===== config.mk =====
export PLATFORM = sky130hd
export DESIGN_NAME = utf8_decode_display_width
export DESIGN_NICKNAME = d
export VERILOG_FILES = /design/src/hdl/u8dw_pkg.sv /design/src/hdl/u8dw_decoder.sv /design/src/hdl/u8dw_emitter.sv /design/src/hdl/utf8_decode_display_width.sv
export SDC_FILE = /design/constraint.sdc
export NUM_CORES = 1
export LEC_CHECK = 0
export BUFFER_PORTS_ARGS = -buffer_cell sky130_fd_sc_hd__buf_2
export CORE_ASPECT_RATIO = 1.1
export CORE_MARGIN = 2
export CORE_UTILIZATION = 37
export DETAILED_ROUTE_END_ITERATION = 12
export GPL_TIMING_DRIVEN = 0
export HOLD_SLACK_MARGIN = 0.08
export PLACE_DENSITY_LB_ADDON = 0.1
export REMOVE_ABC_BUFFERS = 1
export SLEW_MARGIN = 10
export SYNTH_ARGS = -nofsm -noshare
export SYNTH_HDL_FRONTEND = slang
export SYNTH_HIERARCHICAL = 1
export SYNTH_SLANG_ARGS = --single-unit

===== constraint.sdc =====
create_clock -name clk -period 9.35 [get_ports clk]
set_input_delay 0.4675 -clock clk [delete_from_list [all_inputs] [get_ports clk]]
set_output_delay 0.4675 -clock clk [all_outputs]
set_load 0.01 [all_outputs]

===== src/hdl/u8dw_pkg.sv =====
// ----------------------------------------------------------------------------
// u8dw_pkg: shared types and constants for the UTF-8 display width decoder
// Beat formats, the decode plan passed from decoder to emitter, and the
// display width range table.
// ----------------------------------------------------------------------------
`default_nettype none

package u8dw_pkg;

	// Width of the saturating running width sum.
	localparam int unsigned TOTAL_BITS = 16;

	// Codepoint substituted for a bad or truncated sequence.
	localparam logic [20:0] REPLACEMENT_CP = 21'h00FFFD;

	// Display widths.
	localparam logic [1:0] CELL_ZERO = 2'd0;
	localparam logic [1:0] CELL_NORMAL = 2'd1;
	localparam logic [1:0] CELL_WIDE = 2'd2;

	localparam int unsigned NUM_ZERO = 5;
	localparam int unsigned NUM_WIDE = 12;

	localparam logic [20:0] ZERO_LO [NUM_ZERO] = '{
		21'h00300, 21'h01AB0, 21'h01DC0, 21'h020D0, 21'h0FE20};
	localparam logic [20:0] ZERO_HI [NUM_ZERO] = '{
		21'h0036F, 21'h01AFF, 21'h01DFF, 21'h020FF, 21'h0FE2F};

	localparam logic [20:0] WIDE_LO [NUM_WIDE] = '{
		21'h01100, 21'h02329, 21'h02E80, 21'h0AC00, 21'h0F900, 21'h0FE10,
		21'h0FE30, 21'h0FF00, 21'h0FFE0, 21'h02600, 21'h1F1E6, 21'h1F300};
	localparam logic [20:0] WIDE_HI [NUM_WIDE] = '{
		21'h0115F, 21'h0232A, 21'h0A4CF, 21'h0D7A3, 21'h0FAFF, 21'h0FE19,
		21'h0FE6F, 21'h0FF60, 21'h0FFE6, 21'h027BF, 21'h1F1FF, 21'h1FAFF};

	// One input beat.
	typedef struct packed {
		logic [7:0] text_byte;
		logic end_of_text;
	} in_beat_t;

	// One result beat.
	typedef struct packed {
		logic [20:0] codepoint;
		logic replaced;
		logic [1:0] cell_width;
		logic [15:0] total_width;
		logic last_of_text;
	} out_beat_t;

	// Results caused by one input byte: nrep replacement characters,
	// then optionally one decoded codepoint.
	typedef struct packed {
		logic [2:0] nrep;
		logic has_data;
		logic [20:0] data_cp;
		logic eot;
	} plan_t;

	// Display width of one codepoint from the fixed range table.
	function automatic logic [1:0] cell_of(input logic [20:0] cp);
		logic is_zero;
		logic is_wide;
		is_zero = (cp == 21'd0);
		is_wide = 1'b0;
		for (int i = 0; i < NUM_ZERO; i++) begin
			if (cp >= ZERO_LO[i] && cp <= ZERO_HI[i]) begin
				is_zero = 1'b1;
			end
		end
		for (int i = 0; i < NUM_WIDE; i++) begin
			if (cp >= WIDE_LO[i] && cp <= WIDE_HI[i]) begin
				is_wide = 1'b1;
			end
		end
		if (is_zero) begin
			return CELL_ZERO;
		end else if (is_wide) begin
			return CELL_WIDE;
		end
		return CELL_NORMAL;
	endfunction

endpackage

`default_nettype wire


===== src/hdl/u8dw_decoder.sv =====
// ----------------------------------------------------------------------------
// u8dw_decoder: UTF-8 sequence tracker
// Holds the open sequence (lead byte and buffered continuations) and turns
// each accepted byte into a plan of results for the emitter.
// ----------------------------------------------------------------------------
`default_nettype none

module u8dw_decoder
	import u8dw_pkg::*;
(
	input wire logic clk,
	input wire logic arst_n,
	input wire in_beat_t in_data,
	input wire logic accept,
	output plan_t plan
);

	logic [7:0] lead_q;
	logic [7:0] pend_q [2];
	logic [1:0] pcount_q;
	logic open_q;

	logic [7:0] lead_d;
	logic [1:0] pcount_d;
	logic open_d;
	logic pend_wr;
	logic [7:0] b;
	logic cont;
	logic [1:0] need;

	// Next state and the result plan for the byte on the input.
	always_comb begin
		b = in_data.text_byte;
		cont = (b[7:6] == 2'b10);
		lead_d = lead_q;
		pcount_d = pcount_q;
		open_d = open_q;
		pend_wr = 1'b0;
		plan.nrep = 3'd0;
		plan.has_data = 1'b0;
		plan.data_cp = 21'd0;
		plan.eot = in_data.end_of_text;

		if (lead_q[7:5] == 3'b110) begin
			need = 2'd1;
		end else if (lead_q[7:4] == 4'b1110) begin
			need = 2'd2;
		end else begin
			need = 2'd3;
		end

		if (open_q && cont) begin
			if (({1'b0, pcount_q} + 3'd1) >= {1'b0, need}) begin
				// Sequence complete: assemble the codepoint.
				plan.has_data = 1'b1;
				unique case (need)
					2'd1: plan.data_cp = {10'd0, lead_q[4:0], b[5:0]};
					2'd2: plan.data_cp = {5'd0, lead_q[3:0], pend_q[0][5:0], b[5:0]};
					default: plan.data_cp = {lead_q[2:0], pend_q[0][5:0],
						pend_q[1][5:0], b[5:0]};
				endcase
				open_d = 1'b0;
				pcount_d = 2'd0;
			end else begin
				// Buffer the continuation and wait for more.
				pend_wr = 1'b1;
				pcount_d = pcount_q + 2'd1;
			end
		end else begin
			// A non-continuation breaks an open sequence.
			if (open_q) begin
				plan.nrep = 3'd1 + {1'b0, pcount_q};
				open_d = 1'b0;
				pcount_d = 2'd0;
			end
			// Decode the byte as a fresh lead.
			if (!b[7]) begin
				plan.has_data = 1'b1;
				plan.data_cp = {13'd0, b};
			end else if (b[7:5] == 3'b110 || b[7:4] == 4'b1110 || b[7:3] == 5'b11110) begin
				open_d = 1'b1;
				lead_d = b;
				pcount_d = 2'd0;
			end else begin
				plan.nrep = plan.nrep + 3'd1;
			end
		end

		// A sequence still open at end of text is flushed.
		if (in_data.end_of_text && open_d) begin
			plan.nrep = plan.nrep + 3'd1 + {1'b0, pcount_d};
			open_d = 1'b0;
			pcount_d = 2'd0;
		end
	end

	// Sequence control state.
	always_ff @(posedge clk or negedge arst_n) begin
		if (!arst_n) begin
			lead_q <= 8'd0;
			pcount_q <= 2'd0;
			open_q <= 1'b0;
		end else if (accept) begin
			lead_q <= lead_d;
			pcount_q <= pcount_d;
			open_q <= open_d;
		end
	end

	// Continuation buffer, valid only once written.
	always_ff @(posedge clk) begin
		if (accept && pend_wr) begin
			pend_q[pcount_q[0]] <= b;
		end
	end

	a_closed_empty: assert property (@(posedge clk) disable iff (!arst_n)
		!open_q |-> pcount_q == 2'd0)
		else $error("continuations buffered with no sequence open");

	a_pcount_range: assert property (@(posedge clk) disable iff (!arst_n)
		pcount_q != 2'd3)
		else $error("continuation count out of range");

	a_plan_bound: assert property (@(posedge clk) disable iff (!arst_n)
		accept |-> ({1'b0, plan.nrep} + {3'd0, plan.has_data}) <= 4'd4)
		else $error("more than four results planned for one byte");

endmodule

`default_nettype wire


===== src/hdl/u8dw_emitter.sv =====
// ----------------------------------------------------------------------------
// u8dw_emitter: result serializer with display width and running total
// Holds one plan and sends its results through the output register, one per
// cycle while taken, looking up each width and updating the saturating sum.
// ----------------------------------------------------------------------------
`default_nettype none

module u8dw_emitter
	import u8dw_pkg::*;
(
	input wire logic clk,
	input wire logic arst_n,
	input wire plan_t plan_in,
	input wire logic plan_load,
	output logic plan_free,
	output logic out_valid,
	input wire logic out_ready,
	output out_beat_t out_data
);

	plan_t plan_s1;
	logic plan_valid_s1;
	logic [TOTAL_BITS-1:0] sum_q;
	logic out_valid_q;
	out_beat_t out_q;

	logic out_load;
	logic step;
	logic last_item;
	logic cur_rep;
	logic [20:0] cur_cp;
	logic [1:0] cur_w;
	logic [TOTAL_BITS:0] sum_ext;
	logic [TOTAL_BITS-1:0] sum_sat;
	logic cur_last;
	logic plan_nonempty;

	// Pick the next result of the held plan and its width.
	always_comb begin
		out_load = !out_valid_q || out_ready;
		step = plan_valid_s1 && out_load;
		last_item = (plan_s1.nrep == 3'd1 && !plan_s1.has_data) ||
			(plan_s1.nrep == 3'd0 && plan_s1.has_data);
		cur_rep = (plan_s1.nrep != 3'd0);
		cur_cp = cur_rep ? REPLACEMENT_CP : plan_s1.data_cp;
		cur_w = cell_of(cur_cp);
		cur_last = plan_s1.eot && last_item;
		sum_ext = {1'b0, sum_q} + (TOTAL_BITS+1)'(cur_w);
		sum_sat = sum_ext[TOTAL_BITS] ? '1 : sum_ext[TOTAL_BITS-1:0];
		plan_free = !plan_valid_s1 || (step && last_item);
		plan_nonempty = (plan_in.nrep != 3'd0) || plan_in.has_data;
	end

	// Plan register: loaded from the decoder, consumed one result at a time.
	always_ff @(posedge clk or negedge arst_n) begin
		if (!arst_n) begin
			plan_valid_s1 <= 1'b0;
		end else if (plan_load && plan_nonempty) begin
			plan_valid_s1 <= 1'b1;
		end else if (step && last_item) begin
			plan_valid_s1 <= 1'b0;
		end
	end

	always_ff @(posedge clk) begin
		if (plan_load && plan_nonempty) begin
			plan_s1 <= plan_in;
		end else if (step) begin
			if (cur_rep) begin
				plan_s1.nrep <= plan_s1.nrep - 3'd1;
			end else begin
				plan_s1.has_data <= 1'b0;
			end
		end
	end

	// Running width sum, cleared after the last result of a string.
	always_ff @(posedge clk or negedge arst_n) begin
		if (!arst_n) begin
			sum_q <= '0;
			out_valid_q <= 1'b0;
		end else begin
			if (step) begin
				sum_q <= cur_last ? '0 : sum_sat;
			end
			if (out_load) begin
				out_valid_q <= plan_valid_s1;
			end
		end
	end

	// Output register.
	always_ff @(posedge clk) begin
		if (step) begin
			out_q.codepoint <= cur_cp;
			out_q.replaced <= cur_rep;
			out_q.cell_width <= cur_w;
			out_q.total_width <= 16'(sum_sat);
			out_q.last_of_text <= cur_last;
		end
	end

	assign out_valid = out_valid_q;
	assign out_data = out_q;

	a_plan_nonempty: assert property (@(posedge clk) disable iff (!arst_n)
		plan_valid_s1 |-> (plan_s1.nrep != 3'd0 || plan_s1.has_data))
		else $error("held plan has no results left");

	a_sum_cleared: assert property (@(posedge clk) disable iff (!arst_n)
		step && cur_last |=> sum_q == '0)
		else $error("width sum not cleared after end of text");

	a_load_when_free: assert property (@(posedge clk) disable iff (!arst_n)
		plan_load && plan_nonempty |-> plan_free)
		else $error("plan overwritten before all results were sent");

endmodule

`default_nettype wire


===== src/hdl/utf8_decode_display_width.sv =====
// ----------------------------------------------------------------------------
// utf8_decode_display_width: streaming UTF-8 decoder with display widths
// Decodes a byte stream into codepoints with terminal cell widths and a
// running total width per string.
// ----------------------------------------------------------------------------
// Takes one byte per beat and gives one codepoint result per beat. A byte
// that completes a sequence or is plain ASCII produces one result, and the
// next byte is taken in the same cycle the result leaves for the output
// register, so clean text runs at one byte per cycle while the output is
// taken. Continuation bytes that extend a sequence produce no result. A byte
// that breaks a sequence, an invalid byte, or a truncation at end of text
// produces up to four results; the input then holds until the last of them
// leaves for the output register, since the single output register emits
// one result each cycle. The input also holds for every cycle in which a
// waiting result is not taken from the output. Results pass through the plan
// register and then the output register after their byte is accepted.
`default_nettype none

module utf8_decode_display_width
	import u8dw_pkg::*;
(
	input wire logic clk,
	input wire logic arst_n,
	input wire logic in_valid,
	output logic in_ready,
	input wire in_beat_t in_data,
	output logic out_valid,
	input wire logic out_ready,
	output out_beat_t out_data
);

	plan_t plan;
	logic accept;
	logic plan_free;

	// A byte is taken whenever the emitter can hold its plan.
	assign in_ready = plan_free;
	assign accept = in_valid && plan_free;

	u8dw_decoder u_decoder (
		.clk(clk),
		.arst_n(arst_n),
		.in_data(in_data),
		.accept(accept),
		.plan(plan)
	);

	u8dw_emitter u_emitter (
		.clk(clk),
		.arst_n(arst_n),
		.plan_in(plan),
		.plan_load(accept),
		.plan_free(plan_free),
		.out_valid(out_valid),
		.out_ready(out_ready),
		.out_data(out_data)
	);

endmodule

`default_nettype wire

==> impl_metrics.json <==
{
  "critPathBufInv": 2,
  "tns_ns": 0,
  "path_clk_slew_ns": 0.07,
  "ys.flop_type": "edfxtp_1",
  "gr-total-overflow": 0,
  "maxSlewViolCount": 0,
  "final_cell_area_um2": 6838,
  "clock-sinks": 108,
  "cp-startpoint": "u_emitter/plan_s1[23]",
  "synth_warnings": 6,
  "syn_area_um2": 6156,
  "chipHeight_um": 139.3,
  "synth_mux_area_share_pct": 2.683,
  "fin_worst_skew_ns": 0.01334,
  "grtUsageTotal_pct": 17.85,
  "initial_core_util_pct": 37.75,
  "core.rowCount": 49,
  "dpl_cell_area_um2": 6528,
  "worst_ep_arrival_time_ns": 6.57,
  "synth-simple-area-share_pct": 22.68,
  "reg2reg_depth": 17,
  "detail_route.vias_per_cell": 5.709,
  "cts-root-buf": "clkbuf_16",
  "die_area_um2": 17690,
  "fmax_mhz": 158.9,
  "grt_max_degree": 45,
  "post-route-util_pct": 41.93,
  "synth_compound_area_share_pct": 15.43,
  "synth_edf_count": 79,
  "leakage_nw": 2.465,
  "cp_num_cells": 17,
  "core_um2": 16310,
  "routabilityCongestion": 0.8982,
  "worstSetupEndpoint": "u_emitter/sum_q[5]",
  "reg2reg_slack_ns": 3.06,
  "rsz0062_at_grt": "no",
  "relSlewSlack_pct": 23.08,
  "final_antenna_net_count": 0,
  "drtIter0Drc": 373,
  "slowest_stage": "clkinv_1",
  "ys_async_sr_fraction_pct": 26.85,
  "critPathRequiredTime_ns": 9.63,
  "synthAdderAreaFrac_pct": 2.805,
  "period_share_pct": 67.32,
  "htree_num_levels": 3,
  "area.growth.synth_to_final_pct": 11.08,
  "firstDrtPassIters": 5,
  "vias": 4727,
  "synthXorXnorAreaFrac_pct": 1.565,
  "worst_pin_slew_ns": 1.139,
  "antenna_cells": 0,
  "grt_pass1_vias": 4534,
  "start_kind": "flip-flop",
  "io_pins": 56,
  "cts-buffers-inserted": 9,
  "cts_tree": "done",
  "setup_viol": 0,
  "hp-class": "primary input to asynchronous set/reset pin",
  "final_hold_viol_count": 0,
  "placedCellCount": 812,
  "setup_ws_ns": 3.056,
  "critPathMaxStageDelay_ns": 0.82,
  "drc": 0,
  "hpwl_um": 10850,
  "cts_post_setup_buffers_inserted": 0,
  "synth_top_family_by_area": "simple AND/OR/NAND/NOR gates",
  "holdBufCountCts": 0,
  "syn_inst": 591,
  "final_cells": 828,
  "ys_ff_latch": 108,
  "powerDensity_nw_per_um2": 277.0,
  "hold_ws_ns": 0.1652,
  "irDropWorstVdd_v": 0.0001408,
  "wire_per_inst_um": 18.69,
  "grt_pass1_wl_um": 25090,
  "r2r-end": "u_emitter/sum_q[5]",
  "antenna_found_initial": 0,
  "drive_above_1_share_pct": 16.19,
  "wl_um": 15480,
  "maxCapViolCount": 0,
  "status": "complete, no violations",
  "dp_slack_ns": 3.140,
  "fp.dieW_um": 127.0,
  "synth_area_per_cell_um2": 10.42,
  "critPathMaxFanout": 35,
  "cts_buffer_depth": 2,
  "crit_family": "simple AND/OR/NAND/NOR gates",
  "clk_latency_ns": 0.36,
  "reg2reg_from": "u_emitter/plan_s1[23]",
  "total_power_mw": 1.894,
  "fin_crit_ns": 6.294,
  "cpMostUsedCell": "o21ai_0",
  "yosysSeqAreaShare_pct": 50.33,
  "finish.net_count": 644,
  "cp_cell_sequence": "inv_1, ha_1, nor2b_4, clkinv_1, nor4b_2, o21ai_0, o21ai_0, nand3_1, nor3_1, ha_1, fa_1, and4_4, and3_1, nand3_4, nor3_2, o21ai_0, a21oi_1",
  "synth_cell_types": 77,
  "port_buffers": 55,
  "cts_resized": 0,
  "path_class": "flip-flop to flip-flop",
  "worst_setup_path_end_kind": "flip-flop"
}
[sequential cells by signal, indices dropped and copies added (netlist names)]
register and count:
u_emitter/out_valid 1, u_decoder/open_q 1, u_emitter/plan_valid_s1 1, u_emitter/plan_s1 26
u_decoder/pend_q 12, u_decoder/lead_q 8, u_emitter/out_data 41, u_decoder/pcount_q 2
u_emitter/sum_q 16
[layer usage]
layer	global-route usage [%]	vias to the layer above	part of all wire, %
met5	0	-	0
met4	6.073	0	1.4
met3	2.960	16	5.2
met2	29.15	152	49
met1	24.19	2281	45
li1	-	2278	-
[worst min-delay path by stage]
stage	startpoint	endpoint	slack [ns]	cells past startpoint
2_1_floorplan	arst_n	u_decoder/lead_q[0]	0.17	0
6_report	arst_n	u_decoder/pcount_q[1]	0.17	1
3_3_place_gp	u_emitter/plan_valid_s1	u_emitter/out_valid	0.47	1
4_1_cts	arst_n	u_decoder/pcount_q[0]	0.20	1
3_5_place_dp	u_decoder/lead_q[6]	u_decoder/lead_q[6]	0.48	1
5_1_grt	arst_n	u_decoder/pcount_q[1]	0.22	1
[cells by family after synthesis]
| group | after synthesis |
|---|---|
| multiplexers | 15 |
| XOR/XNOR | 11 |
| AO/OA/AOI/OAI | 144 |
| AND/OR/NAND/NOR | 238 |
| buffers and inverters | 63 |
| flip-flops | 108 |
| adder cells (fa/ha/maj) | 12 |
[placed cells by master, fill, tap and decap left out, types with 4 or more instances in the layout]
master and instances:
o211ai_1 4, nand3_1 22, ha_1 9, a211oi_1 5, mux2_2 8, dfrtp_1 29, edfxtp_1 79, a21oi_1 42
and3_1 6, a41oi_1 4, nor2b_1 6, nor3_1 11, nand3b_1 4, o22ai_1 4, o41ai_1 4, o31ai_1 9
a22oi_1 6, and2_1 23, nand2_1 46, xnor2_1 8, nor2_1 40, o21ai_0 30, inv_1 22, mux2i_1 6
nand4_1 12, buf_2 55, nor4b_1 6, clkbuf_16 10, nor4_1 7, nand2b_1 24, nand4b_1 6, a31oi_1 9
[Yosys cell counts, drive strengths merged (4+ instances only)]
master   n  area [µm²]
a21oi   43       219.0
nor3b    4       41.29
o211ai   4       30.03
o41ai    4       35.03
a41oi    4       35.03
clkbuf  21       78.83
o22ai    4       25.02
nor4    10       98.84
ha       9       112.6
nand3b   5       50.05
nor2    40       150.1
nor4b    7       67.56
nand2b  24       150.1
inv     22       82.58
nand2   47       178.9
and2    23       143.9
a22oi    6       45.04
and3     6       37.54
buf     18       108.9
nand4   13       96.34
o21ai   32       163.9
nand3   23       127.6
edfxtp  79        2372
a31oi    9       56.30
xnor2    8       70.07
nand4b   6       52.55
mux2     9       105.1
nor2b    7       43.79
nor3    12       65.06
mux2i    6       60.06
dfrtp   29       725.7
o31ai    9       67.56
a211oi   6       57.56
[cell type report]
cell class              instances  area [µm²]
fillers                      1557        9470
flip-flops and latches        108        3098
multi-input cells             420        2788
repair buffers                 56       295.3
clock buffers                  12       257.7
well taps                     204       255.2
inverters                      24       91.34
clock inverters                 4       52.55
[power by group]
group | total, mW | internal (mW) | switching (mW) | leakage [nW]
clock network | 0.405 | 0.226 | 0.179 | 0.153
logic | 0.658 | 0.241 | 0.417 | 1.22
registers | 0.830 | 0.691 | 0.139 | 1.09
Note: power is estimated with default switching activity, not from simulation.
